$ cat src/rtl/b64c_pkg.sv
// Shared types, constants and alphabet functions for the Base64 codec.
// Used by every module of the codec; depends on nothing.
package b64c_pkg;

	// Pad character of the alphabet.
	localparam logic [7:0] PAD_CHAR = 8'h3D;

	// Configuration port layout.
	localparam int CFG_ADDR_W = 3;
	localparam logic REG_DECODE_MODE = 1'b0;

	// Group queue between front and back.
	localparam int QDEPTH  = 2;
	localparam int QPTR_W  = (QDEPTH > 1) ? $clog2(QDEPTH) : 1;
	localparam int QCNT_W  = $clog2(QDEPTH + 1);

	// What the back end must do with a queued group.
	typedef enum logic [1:0] {
		KIND_ENC  = 2'd0,
		KIND_DEC  = 2'd1,
		KIND_PART = 2'd2
	} kind_t;

	// One finished group as handed from front to back.
	typedef struct packed {
		logic [23:0] bits;    // collected bytes or 6-bit values, from bit 23 down
		kind_t       kind;
		logic [1:0]  cnt;     // encode: number of bytes collected (1 to 3)
		logic [1:0]  pad;     // decode: bit 0 third char was pad, bit 1 fourth
		logic        last;    // group closed by the end of the stream
	} grp_t;

	// Character to its 6-bit value; anything outside the alphabet is zero.
	function automatic logic [5:0] char_value(input logic [7:0] c);
		logic [7:0] v;
		begin
			v = 8'd0;
			if (c >= 8'h41 && c <= 8'h5A) v = c - 8'h41;
			else if (c >= 8'h61 && c <= 8'h7A) v = c - 8'h61 + 8'd26;
			else if (c >= 8'h30 && c <= 8'h39) v = c - 8'h30 + 8'd52;
			else if (c == 8'h2B) v = 8'd62;
			else if (c == 8'h2F) v = 8'd63;
			return v[5:0];
		end
	endfunction

	// 6-bit value to its alphabet character.
	function automatic logic [7:0] sixbit_to_char(input logic [5:0] s);
		logic [7:0] v;
		begin
			v = {2'b00, s};
			if (s < 6'd26) return v + 8'h41;
			else if (s < 6'd52) return v - 8'd26 + 8'h61;
			else if (s < 6'd62) return v - 8'd52 + 8'h30;
			else if (s == 6'd62) return 8'h2B;
			else return 8'h2F;
		end
	endfunction

endpackage

$ cat src/rtl/b64c_front.sv
// Front end of the Base64 codec: accepts input bytes and collects groups.
// Depends on b64c_pkg; feeds finished groups into b64c_queue.
module b64c_front
	import b64c_pkg::*;
(
	input  logic        clk,
	input  logic        arst_n,
	input  logic        decode_mode,
	input  logic        cfg_clear,
	input  logic        in_valid,
	output logic        in_ready,
	input  logic [7:0]  in_data,
	input  logic        in_end,
	input  logic        q_full,
	output logic        push,
	output grp_t        push_entry
);

	logic [23:0] bits_q;
	logic [1:0]  count_q;
	logic [1:0]  pad_q;

	logic        accept;
	logic [23:0] enc_bits;
	logic [23:0] dec_bits;
	logic [5:0]  val;
	logic [1:0]  dec_pad;
	logic [1:0]  enc_cnt;
	logic        close;

	assign in_ready = !q_full;
	assign accept   = in_valid && in_ready;
	assign val      = char_value(in_data);
	assign enc_cnt  = count_q + 2'd1;

	// Merge the incoming item into the group at its position.
	always_comb begin
		case (count_q)
			2'd0:    enc_bits = bits_q | {in_data, 16'h0000};
			2'd1:    enc_bits = bits_q | {8'h00, in_data, 8'h00};
			default: enc_bits = bits_q | {16'h0000, in_data};
		endcase
		case (count_q)
			2'd0:    dec_bits = bits_q | {val, 18'd0};
			2'd1:    dec_bits = bits_q | {6'd0, val, 12'd0};
			2'd2:    dec_bits = bits_q | {12'd0, val, 6'd0};
			default: dec_bits = bits_q | {18'd0, val};
		endcase
		dec_pad = pad_q;
		if (count_q == 2'd2 && in_data == PAD_CHAR) dec_pad[0] = 1'b1;
		if (count_q == 2'd3 && in_data == PAD_CHAR) dec_pad[1] = 1'b1;
	end

	// Decide whether this item closes a group, and what kind of group it is.
	always_comb begin
		push_entry.bits = decode_mode ? dec_bits : enc_bits;
		push_entry.cnt  = enc_cnt;
		push_entry.pad  = dec_pad;
		push_entry.last = in_end;
		if (decode_mode) begin
			close           = in_end || (count_q == 2'd3);
			push_entry.kind = (count_q == 2'd3) ? KIND_DEC : KIND_PART;
		end else begin
			close           = in_end || (count_q == 2'd2);
			push_entry.kind = KIND_ENC;
		end
		push = accept && close;
	end

	// Group state: cleared by a mode write or when a group closes.
	always_ff @(posedge clk or negedge arst_n) begin
		if (!arst_n) begin
			bits_q  <= 24'd0;
			count_q <= 2'd0;
			pad_q   <= 2'd0;
		end else if (cfg_clear || push) begin
			bits_q  <= 24'd0;
			count_q <= 2'd0;
			pad_q   <= 2'd0;
		end else if (accept) begin
			bits_q  <= decode_mode ? dec_bits : enc_bits;
			count_q <= enc_cnt;
			pad_q   <= decode_mode ? dec_pad : 2'd0;
		end
	end

endmodule

$ cat src/rtl/b64c_queue.sv
// Short FIFO of finished groups between front and back of the codec.
// Depends on b64c_pkg for the entry type and depth.
module b64c_queue
	import b64c_pkg::*;
(
	input  logic  clk,
	input  logic  arst_n,
	input  logic  push,
	input  grp_t  push_entry,
	output logic  full,
	input  logic  pop,
	output logic  head_valid,
	output grp_t  head_entry
);

	grp_t              mem_q [QDEPTH];
	logic [QPTR_W-1:0] wr_ptr_q;
	logic [QPTR_W-1:0] rd_ptr_q;
	logic [QCNT_W-1:0] count_q;

	assign full       = (count_q == QCNT_W'(QDEPTH));
	assign head_valid = (count_q != '0);
	assign head_entry = mem_q[rd_ptr_q];

	// Entry storage.
	always_ff @(posedge clk) begin
		if (push) begin
			mem_q[wr_ptr_q] <= push_entry;
		end
	end

	// Pointers and fill count.
	always_ff @(posedge clk or negedge arst_n) begin
		if (!arst_n) begin
			wr_ptr_q <= '0;
			rd_ptr_q <= '0;
			count_q  <= '0;
		end else begin
			if (push) begin
				wr_ptr_q <= (wr_ptr_q == QPTR_W'(QDEPTH - 1)) ? '0 : wr_ptr_q + 1'b1;
			end
			if (pop) begin
				rd_ptr_q <= (rd_ptr_q == QPTR_W'(QDEPTH - 1)) ? '0 : rd_ptr_q + 1'b1;
			end
			if (push && !pop) count_q <= count_q + 1'b1;
			else if (pop && !push) count_q <= count_q - 1'b1;
		end
	end

endmodule

$ cat src/rtl/b64c_back.sv
// Back end of the Base64 codec: expands a queued group into result bytes.
// Depends on b64c_pkg; drives the output register of the codec.
module b64c_back
	import b64c_pkg::*;
(
	input  logic        clk,
	input  logic        arst_n,
	input  logic        head_valid,
	input  grp_t        head_entry,
	output logic        pop,
	output logic        out_valid,
	input  logic        out_ready,
	output logic [7:0]  out_byte,
	output logic        run_last,
	output logic        stream_done,
	output logic        partial_group
);

	logic [1:0] step_q;
	logic       out_valid_q;
	logic [7:0] out_byte_q;
	logic       run_last_q;
	logic       stream_done_q;
	logic       partial_q;

	logic       advance;
	logic [1:0] last_step;
	logic       is_last;
	logic [5:0] sixbit;
	logic [7:0] res_byte;

	assign advance = !out_valid_q || out_ready;

	// Index of the last result for this group, and the result at the current step.
	always_comb begin
		case (head_entry.kind)
			KIND_ENC: last_step = 2'd3;
			KIND_DEC: last_step = 2'd2 - {1'b0, head_entry.pad[0]} - {1'b0, head_entry.pad[1]};
			default:  last_step = 2'd0;
		endcase
		is_last = (step_q == last_step);

		case (step_q)
			2'd0:    sixbit = head_entry.bits[23:18];
			2'd1:    sixbit = head_entry.bits[17:12];
			2'd2:    sixbit = head_entry.bits[11:6];
			default: sixbit = head_entry.bits[5:0];
		endcase

		case (head_entry.kind)
			KIND_ENC: begin
				res_byte = sixbit_to_char(sixbit);
				if (step_q == 2'd2 && head_entry.cnt < 2'd2) res_byte = PAD_CHAR;
				if (step_q == 2'd3 && head_entry.cnt < 2'd3) res_byte = PAD_CHAR;
			end
			KIND_DEC: begin
				case (step_q)
					2'd0:    res_byte = head_entry.bits[23:16];
					2'd1:    res_byte = head_entry.pad[0] ? head_entry.bits[7:0]
					                                      : head_entry.bits[15:8];
					default: res_byte = head_entry.bits[7:0];
				endcase
			end
			default: res_byte = 8'h00;
		endcase

		pop = head_valid && advance && is_last;
	end

	// Step counter through the results of the head group.
	always_ff @(posedge clk or negedge arst_n) begin
		if (!arst_n) begin
			step_q      <= 2'd0;
			out_valid_q <= 1'b0;
		end else if (advance) begin
			out_valid_q <= head_valid;
			if (head_valid) begin
				step_q <= is_last ? 2'd0 : step_q + 2'd1;
			end
		end
	end

	// Output payload register.
	always_ff @(posedge clk) begin
		if (advance && head_valid) begin
			out_byte_q    <= res_byte;
			run_last_q    <= is_last;
			stream_done_q <= is_last && head_entry.last;
			partial_q     <= (head_entry.kind == KIND_PART);
		end
	end

	assign out_valid     = out_valid_q;
	assign out_byte      = out_byte_q;
	assign run_last      = run_last_q;
	assign stream_done   = stream_done_q;
	assign partial_group = partial_q;

endmodule

$ cat src/rtl/base64_codec_unit.sv
// Top level of the streaming Base64 codec (standard alphabet, '=' padding).
// Depends on b64c_pkg, b64c_front, b64c_queue and b64c_back.
//
//   Channel      Direction  Carries
//   s_axis       in         tdata[7:0] data_byte, tlast stream_end
//   m_axis       out        tdata[7:0] out_byte, tlast stream_done,
//                           tuser[0] run_last, tuser[1] partial_group
//   APB          in/out     decode_mode at byte address 0
//
// One input byte is taken per cycle while the group queue has room; the back end
// emits one result per cycle while not stalled, so an encode stream gives four
// results per three input bytes. A group's first result is offered once its
// closing item has passed the group queue and the output register. Reset clears
// group state, queue pointers and output valid; decode_mode resets to encode. A
// stalled output fills the two-entry queue, after which s_axis_tready drops.
module base64_codec_unit
	import b64c_pkg::*;
(
	input  logic                  clk,
	input  logic                  arst_n,
	// Input stream
	input  logic                  s_axis_tvalid,
	output logic                  s_axis_tready,
	input  logic [7:0]            s_axis_tdata,   // [7:0] data_byte
	input  logic                  s_axis_tlast,
	// Output stream
	output logic                  m_axis_tvalid,
	input  logic                  m_axis_tready,
	output logic [7:0]            m_axis_tdata,   // [7:0] out_byte
	output logic                  m_axis_tlast,
	output logic [1:0]            m_axis_tuser,   // [0] run_last, [1] partial_group
	// Configuration
	input  logic                  psel,
	input  logic                  penable,
	input  logic                  pwrite,
	input  logic [CFG_ADDR_W-1:0] paddr,
	input  logic [31:0]           pwdata,
	output logic [31:0]           prdata,
	output logic                  pready
);

	logic  mode_q;
	logic  cfg_wr;
	logic  cfg_clear;
	logic  q_full;
	logic  push;
	grp_t  push_entry;
	logic  pop;
	logic  head_valid;
	grp_t  head_entry;
	logic  run_last;
	logic  partial_group;

	// Configuration register.
	assign pready    = 1'b1;
	assign cfg_wr    = psel && penable && pwrite && pready;
	assign cfg_clear = cfg_wr && (paddr[CFG_ADDR_W-1:2] == REG_DECODE_MODE);
	assign prdata    = (paddr[CFG_ADDR_W-1:2] == REG_DECODE_MODE) ? {31'd0, mode_q} : 32'd0;

	always_ff @(posedge clk or negedge arst_n) begin
		if (!arst_n) begin
			mode_q <= 1'b0;
		end else if (cfg_clear) begin
			mode_q <= pwdata[0];
		end
	end

	// Front end: collects groups.
	b64c_front u_front (
		.clk        (clk),
		.arst_n     (arst_n),
		.decode_mode(mode_q),
		.cfg_clear  (cfg_clear),
		.in_valid   (s_axis_tvalid),
		.in_ready   (s_axis_tready),
		.in_data    (s_axis_tdata),
		.in_end     (s_axis_tlast),
		.q_full     (q_full),
		.push       (push),
		.push_entry (push_entry)
	);

	// Group queue.
	b64c_queue u_queue (
		.clk        (clk),
		.arst_n     (arst_n),
		.push       (push),
		.push_entry (push_entry),
		.full       (q_full),
		.pop        (pop),
		.head_valid (head_valid),
		.head_entry (head_entry)
	);

	// Back end: emits results.
	b64c_back u_back (
		.clk          (clk),
		.arst_n       (arst_n),
		.head_valid   (head_valid),
		.head_entry   (head_entry),
		.pop          (pop),
		.out_valid    (m_axis_tvalid),
		.out_ready    (m_axis_tready),
		.out_byte     (m_axis_tdata),
		.run_last     (run_last),
		.stream_done  (m_axis_tlast),
		.partial_group(partial_group)
	);

	assign m_axis_tuser = {partial_group, run_last};

endmodule

$ cat config.mk
export PLATFORM = sky130hd
export DESIGN_NAME = base64_codec_unit
export DESIGN_NICKNAME = d
export VERILOG_FILES = /design/src/rtl/b64c_pkg.sv /design/src/rtl/b64c_front.sv /design/src/rtl/b64c_queue.sv /design/src/rtl/b64c_back.sv /design/src/rtl/base64_codec_unit.sv
export SDC_FILE = /design/constraint.sdc
export NUM_CORES = 1
export LEC_CHECK = 0
export BUFFER_PORTS_ARGS = -buffer_cell sky130_fd_sc_hd__buf_2
export CORE_MARGIN = 4
export CORE_UTILIZATION = 35
export CTS_CLUSTER_SIZE = 24
export DETAILED_ROUTE_END_ITERATION = 10
export PLACE_DENSITY_LB_ADDON = 0.08
export SYNTH_ARGS = -nofsm -noshare
export SYNTH_HDL_FRONTEND = slang
export SYNTH_HIERARCHICAL = 1
export SYNTH_SLANG_ARGS = --single-unit
$ cat constraint.sdc
create_clock -name clk -period 5.65 [get_ports clk]
set_clock_uncertainty 0.15 [all_clocks]
set_input_delay 0.565 -clock clk [delete_from_list [all_inputs] [get_ports clk]]
set_output_delay 0.565 -clock clk [all_outputs]
set_load 0.02 [all_outputs]
==> out/results.txt, run 1 <==
# hold bufs at CTS = 0
Ys Warns = 6
Post-DP HPWL = 13400 microns
nets@finish = 767
Worst-Margin Slew = 0.961 ns
worst min path class = in -> async
PD cells = 567 nW/um^2
Syn Std Cell Area = 7210 sq um
drt via density = 5.51
Final Critical Period = 4.03 ns
Crit Path Max Fanout = 15
Synth Instances = 684
clock latency on the worst-skew pair = 0.35 ns
post-cts resize count = 0
non-filler cells, final = 965
post-synthesis sequential area ratio = 42.9%
ys flop type = edfxtp_1
critical path required time = 5.59 ns
htree depth = 3
Crit Path Category = reg -> reg
post-synth top area cell = edfxtp_1
Initial Utilization = 35.6%
post-route ant nets = 0
Area contributors post-synth = edfxtp_1 (30%), dfrtp_1 (12%), mux2_4 (6.2%)
routability cong. = 0.846
drt drc = 0
Max-slew headroom = 35.9%
RSZ-0062 raised after global routing = no
Ports = 97
grt total ovfl = 0
max cap viols = 0
Max Clk Rate = 0.248 GHz
clock sink count = 109
Placed Cells = 949
Synth top area share = 30.4%
initial antenna violation count = 0
1st-iter DRT viols = 421
Leakage Power = 3.09 nW
number of global-route vias before repair = 5172
Die Y = 152 microns
Finish-stage setup viols = 0
async set-or-reset flop fraction in the synthesized netlist = 33.0%
Synth cell types = 93
GRT Overall Usage = 16.5%
syn_area_per_cell = 10.5 sq um
Setup Fix Bufs, Post-CTS = 0
Clock transition at path regs = 0.08 ns
Final Hold Fails = 0
status = finished clean
CTS buffer count = 9
Rows = 52
CP endpoint kind = flop
Clk Tree Root Cell = clkbuf_16
setup TNS = 0 ns
first-pass GRT wire length = 29200 microns
largest net degree at the start of global routing = 37
crit path launch type = flop
Post-synth EDFFs = 73
n_diodes = 0
pins over their slew limit = 0
layout cell share with drive strength beyond 1 = 17.1%
Total Routed Length = 18800 microns
die area = 23000 sq um
CTS tree = done
FF+latch count, synth = 109
VDD IR-drop max = 0.188 mV
Core ar. = 20200 sq um
Final Cycle Share = 71.3%
area delta synth->final = 6.56%
Wirelength per Cell = 19.5 microns
critical path arrival = 3.97 ns
via count = 5317
port bufs = 31
CTS Buffer Depth = 2
drt first pass iters = 5
die width = 152 microns
## power by group
part	leakage, nW	switching [W]	internal (W)
sequential	1.16	0.000147	0.00116
combinational	1.79	0.00149	0.000902
clock	0.144	0.000303	0.000350
total	3.09	0.00194	0.00241
## cell type report
cell class	instances	area, sq um
fill	2007	12600
multi-input combinational	499	3620
sequential	109	3090
tap	270	338
clock buffer	9	225
timing repair buffer	37	200
inverter	34	128
clock inverter	7	82.6
## per-stage QoR
stage          utilization, %  worst slack (ns)  hold WS [ns]  instance area [sq um]  total power (W)
2_1_floorplan               -              2.32         0.119                   7320          0.00318
3_3_place_gp             36.5              1.68         0.315                   7380          0.00367
3_5_place_dp             36.5              1.67         0.323                   7380          0.00371
4_1_cts                  38.0              1.64         0.236                   7680          0.00438
5_1_grt                  38.0              1.33         0.265                   7680          0.00467
6_report                 38.0              1.62         0.215                   7680          0.00436
## path summary, 6_finish.rpt
check | startpoint | depth (start not counted) | slack [ns] | endpoint
hold / removal | arst_n | 1 | 0.22 | u_front/count_q[0]
min in group clk | pwdata[0] | 2 | 0.30 | mode_q
hold reg to reg | u_queue/count_q[1] | 1 | 0.33 | u_queue/count_q[1]
setup reg to reg | u_back/step_q[0] | 11 | 1.62 | u_back/out_byte[6]
max in group asynchronous | arst_n | 1 | 4.48 | u_queue/rd_ptr_q
setup / recovery | u_back/step_q[0] | 11 | 1.62 | u_back/out_byte[6]
## layout by cell type (no fill, tap or decap), drive strengths merged, types with 4 or more instances in the layout
cell / count
o22ai: 7
a31oi: 13
a21o: 8
a41o: 4
o31ai: 4
ha: 26
buf: 37
a21oi: 45
and3: 6
nand3: 11
mux2: 34
and2: 11
nor2b: 14
nand2: 64
xnor2: 8
mux2i: 4
a22o: 13
dfrtp: 36
nor3: 11
xor2: 8
nand2b: 17
a221oi: 6
clkbuf: 9
nand4: 5
a32oi: 4
o211ai: 4
edfxtp: 73
a22oi: 9
inv: 35
o21ai: 35
a211oi: 7
conb: 32
o2bb2ai: 6
nor2: 27
## synthesized netlist by cell type (11+ instances only)
library cell / number
a21oi_1: 44
a22o_1: 12
a31oi_1: 12
buf_4: 39
clkbuf_1: 16
dfrtp_1: 36
edfxtp_1: 73
ha_1: 26
inv_1: 31
mux2_4: 30
nand2_1: 63
nand2b_1: 17
nand3_1: 11
nor2_1: 26
nor2b_1: 14
o21ai_0: 30
## metal layers
metal / GRT usage (%) / vias to the layer above / part of all wire [%]
li1: - / 2489 / -
met4: 4.94 / 0 / 2.3
met1: 21.7 / 2629 / 44
met3: 2.68 / 25 / 5.4
met2: 28.2 / 174 / 48
met5: 0 / - / 0
## worst max-delay path, cell delays in order (launching register included)
cell	delay [ns]
dfrtp_1	0.47
ha_1	0.69
a21oi_1	0.11
a32oi_2	0.54
inv_1	0.21
ha_1	0.35
a211o_1	0.31
o221ai_1	0.18
o21ai_0	0.19
nor3_1	0.18
o22ai_1	0.12
a41o_1	0.27
## state kept, by name (all words and copies together) (netlist names)
name	count
u_queue/mem_q	62
u_back/run_last	1
u_back/out_byte	8
u_queue/count_q	2
u_back/stream_done	1
u_queue/rd_ptr_q	1
u_front/bits_q	24
u_back/step_q	2
u_front/count_q	2
mode_q	1
u_queue/wr_ptr_q	1
u_back/partial_group	1
u_back/out_valid	1
u_front/pad_q	2
## cells by family after synthesis
group	count (synthesis)	synth area share, %
XOR/XNOR	16	1.94
buffers and inverters	106	8.78
AND/OR/NAND/NOR	183	13.0
multiplexers	38	7.65
other	2	0.104
flip-flops	109	42.9
adder cells (fa/ha/maj)	26	4.51
AO/OA/AOI/OAI	204	21.2
(Power assumes the default switching activity.)
==> inputs of run 2 (changes only) <==
Clock period 5.65 ns to 3.3 ns, I/O delays scaled along.
==> run 2 against run 1 <==
  * Critical path depth shrank 1
  * Register-to-register slack lost 1.5 ns
  * Non-clock buffer count grew 45
  * Core utilization grew 2.0 points
  * Hold slack lost 0.15 ns
  * Clock power grew 64%
==> out/results.txt, run 2 (same netlist as run 1, synthesis figures left out) <==
status = finished clean
pins over their slew limit = 0 (unchanged)
initial antenna violation count = 0 (unchanged)
number of flip-flops in the largest register = 62 (unchanged)
drt via density = 5.36 (-2.6%)
Placed Cells = 993 (+4.6%)
via count = 5418 (+1.9%)
PD cells = 993 nW/um^2 (+75%)
Initial Utilization = 35.6% (unchanged)
Crit Reg-Reg Endpoint = u_back/out_byte[6]
port bufs = 31 (unchanged)
max cap viols = 0 (unchanged)
clock sink count = 109 (unchanged)
Finish-stage setup viols = 0 (unchanged)
die area = 23000 sq um (unchanged)
Worst-Margin Slew = 0.912 ns (-0.0487 ns)
non-filler cells, final = 1010 (+4.7%)
1st-iter DRT viols = 405 (-3.8%)
layout cell share with drive strength beyond 1 = 23.1% (+6.0 points)
drt drc = 0 (unchanged)
worst min path class = in -> reg
GRT Overall Usage = 17.0% (+0.46 points)
htree depth = 3 (unchanged)
total power = 0.00802 W (+84%)
largest net degree at the start of global routing = 37 (unchanged)
die width = 152 microns (unchanged)
Critical R2R Launch = u_queue/rd_ptr_q
grt total ovfl = 0 (unchanged)
critical path required time = 3.35 ns (-2.24 ns)
Post-DP HPWL = 14100 microns (+5.3%)
Final Cycle Share = 96.6% (+25 points)
Fin Hold WS = 0.0624 ns (-0.153 ns)
first-pass GRT wire length = 30100 microns (+3.1%)
crit path launch type = flop
Worst R2R Path Depth = 10 (-1)
number of global-route vias before repair = 5340 (+3.2%)
Setup Fix Bufs, Post-CTS = 0 (unchanged)
critical path arrival = 3.24 ns (-0.73 ns)
CTS Buffer Depth = 2 (unchanged)
hold path depth = 2
CTS buffer count = 9 (unchanged)
Max-slew headroom = 39.2% (+3.2 points)
VDD IR-drop max = 0.304 mV (+62%)
post-route ant nets = 0 (unchanged)
Crit Path Max Fanout = 18 (+3)
drt first pass iters = 8 (+3)
Clk Tree Root Cell = clkbuf_16
clock latency on the worst-skew pair = 0.35 ns (about the same)
CTS tree = done
setup TNS = 0 ns (unchanged)
RSZ-0062 raised after global routing = yes
hold endpoint = mode_q
startpoint of the worst hold path = pwdata[0]
largest register by flop count = u_queue/mem_q
CP endpoint kind = flop
Leakage Power = 3.32 nW (+7.4%)
Max Clk Rate = 0.314 GHz (+26%)
n_diodes = 0 (unchanged)
Final Critical Period = 3.19 ns (-0.843 ns)
Clock transition at path regs = 0.08 ns (about the same)
Wirelength per Cell = 18.9 microns (-2.9%)
most common cell after layout, fill and taps aside = edfxtp_1
Ports = 97 (unchanged)
Final Hold Fails = 0 (unchanged)
nets@finish = 812 (+5.9%)
Core ar. = 20200 sq um (unchanged)
routability cong. = 0.904 (+6.8%)
Total Routed Length = 19100 microns (+1.6%)
Die Y = 152 microns (unchanged)
Rows = 52 (unchanged)
Crit Path Category = reg -> reg
area delta synth->final = 12.1%
FF-to-FF setup slack = 0.11 ns (-1.51 ns)
most frequent cells in the layout = edfxtp_1 (73), nand2_1 (63), buf_4 (47)
## run 2: cell count changes in the layout (fill, tap and decap cells not counted), moves of 2 or more
cell      change
buf_4        +41
clkinv_4      -2
buf_12        +2
ha_1          -3
ha_4          +2
## run 2: what timing repair did
action                                  in CTS  in global routing
endpoints found under the setup margin       2                  5
hold buffers                                 1                  0
gates cloned                                 0                  0
pin swaps                                    0                  1
resized for setup                            1                 13
endpoints found under the hold margin       34                  0
## run 2: worst max path at each step
stage | startpoint | to | slack [ns]
2_1_floorplan | u_queue/rd_ptr_q | u_back/out_byte[6] | 0.006
3_3_place_gp | u_back/step_q[1] | u_back/out_byte[4] | 0.04
3_5_place_dp | u_back/step_q[1] | u_back/out_byte[6] | -0.01
4_1_cts | u_queue/rd_ptr_q | u_queue/count_q[1] | 0.04
5_1_grt | u_queue/rd_ptr_q | u_queue/count_q[1] | -0.007
6_report | u_queue/rd_ptr_q | u_back/out_byte[6] | 0.11
## run 2: area by class of cell
cell class	count	area, sq um
Clock buffer	9	225
Clock inverter	7	67.6
Fill cell	2003	12200
Inverter	34	128
Multi-Input combinational cell	499	3660
Sequential cell	109	3100
Tap cell	270	338
Timing Repair Buffer	82	569
## run 2: worst max-delay path, stage by stage (launching register included)
cell and delay [ns]:
dfrtp_2 0.44, buf_12 0.17, buf_4 0.15, mux2_4 0.30
a222oi_1 0.48, mux2i_4 0.13, xor2_1 0.17, ha_1 0.19
or4_1 0.53, a21oi_2 0.14, a41o_1 0.17
## run 2: metal layers
layer | track usage (%) | wire length (microns)
met5 | 0 | 0
met4 | 5.44 | 487
met3 | 2.44 | 596
met2 | 29.5 | 9430
met1 | 21.9 | 8560
## run 2: stage by stage
step / worst slack [ns] / instance area [sq um] / util (%)
final: 0.113 / 8080 / 39.9
after global routing: -0.00684 / 8080 / 39.9
after CTS: 0.0367 / 8030 / 39.7
after detailed placement: -0.0139 / 7720 / 38.2
after global placement: 0.0430 / 7720 / 38.2
after floorplan: 0.00643 / 7330 / -
## run 2: power by group
part           switching, W  internal [W]  total, W
combinational       0.00277       0.00200   0.00477
clock              0.000541      0.000533   0.00107
sequential         0.000183       0.00199   0.00217
total               0.00349       0.00453   0.00802
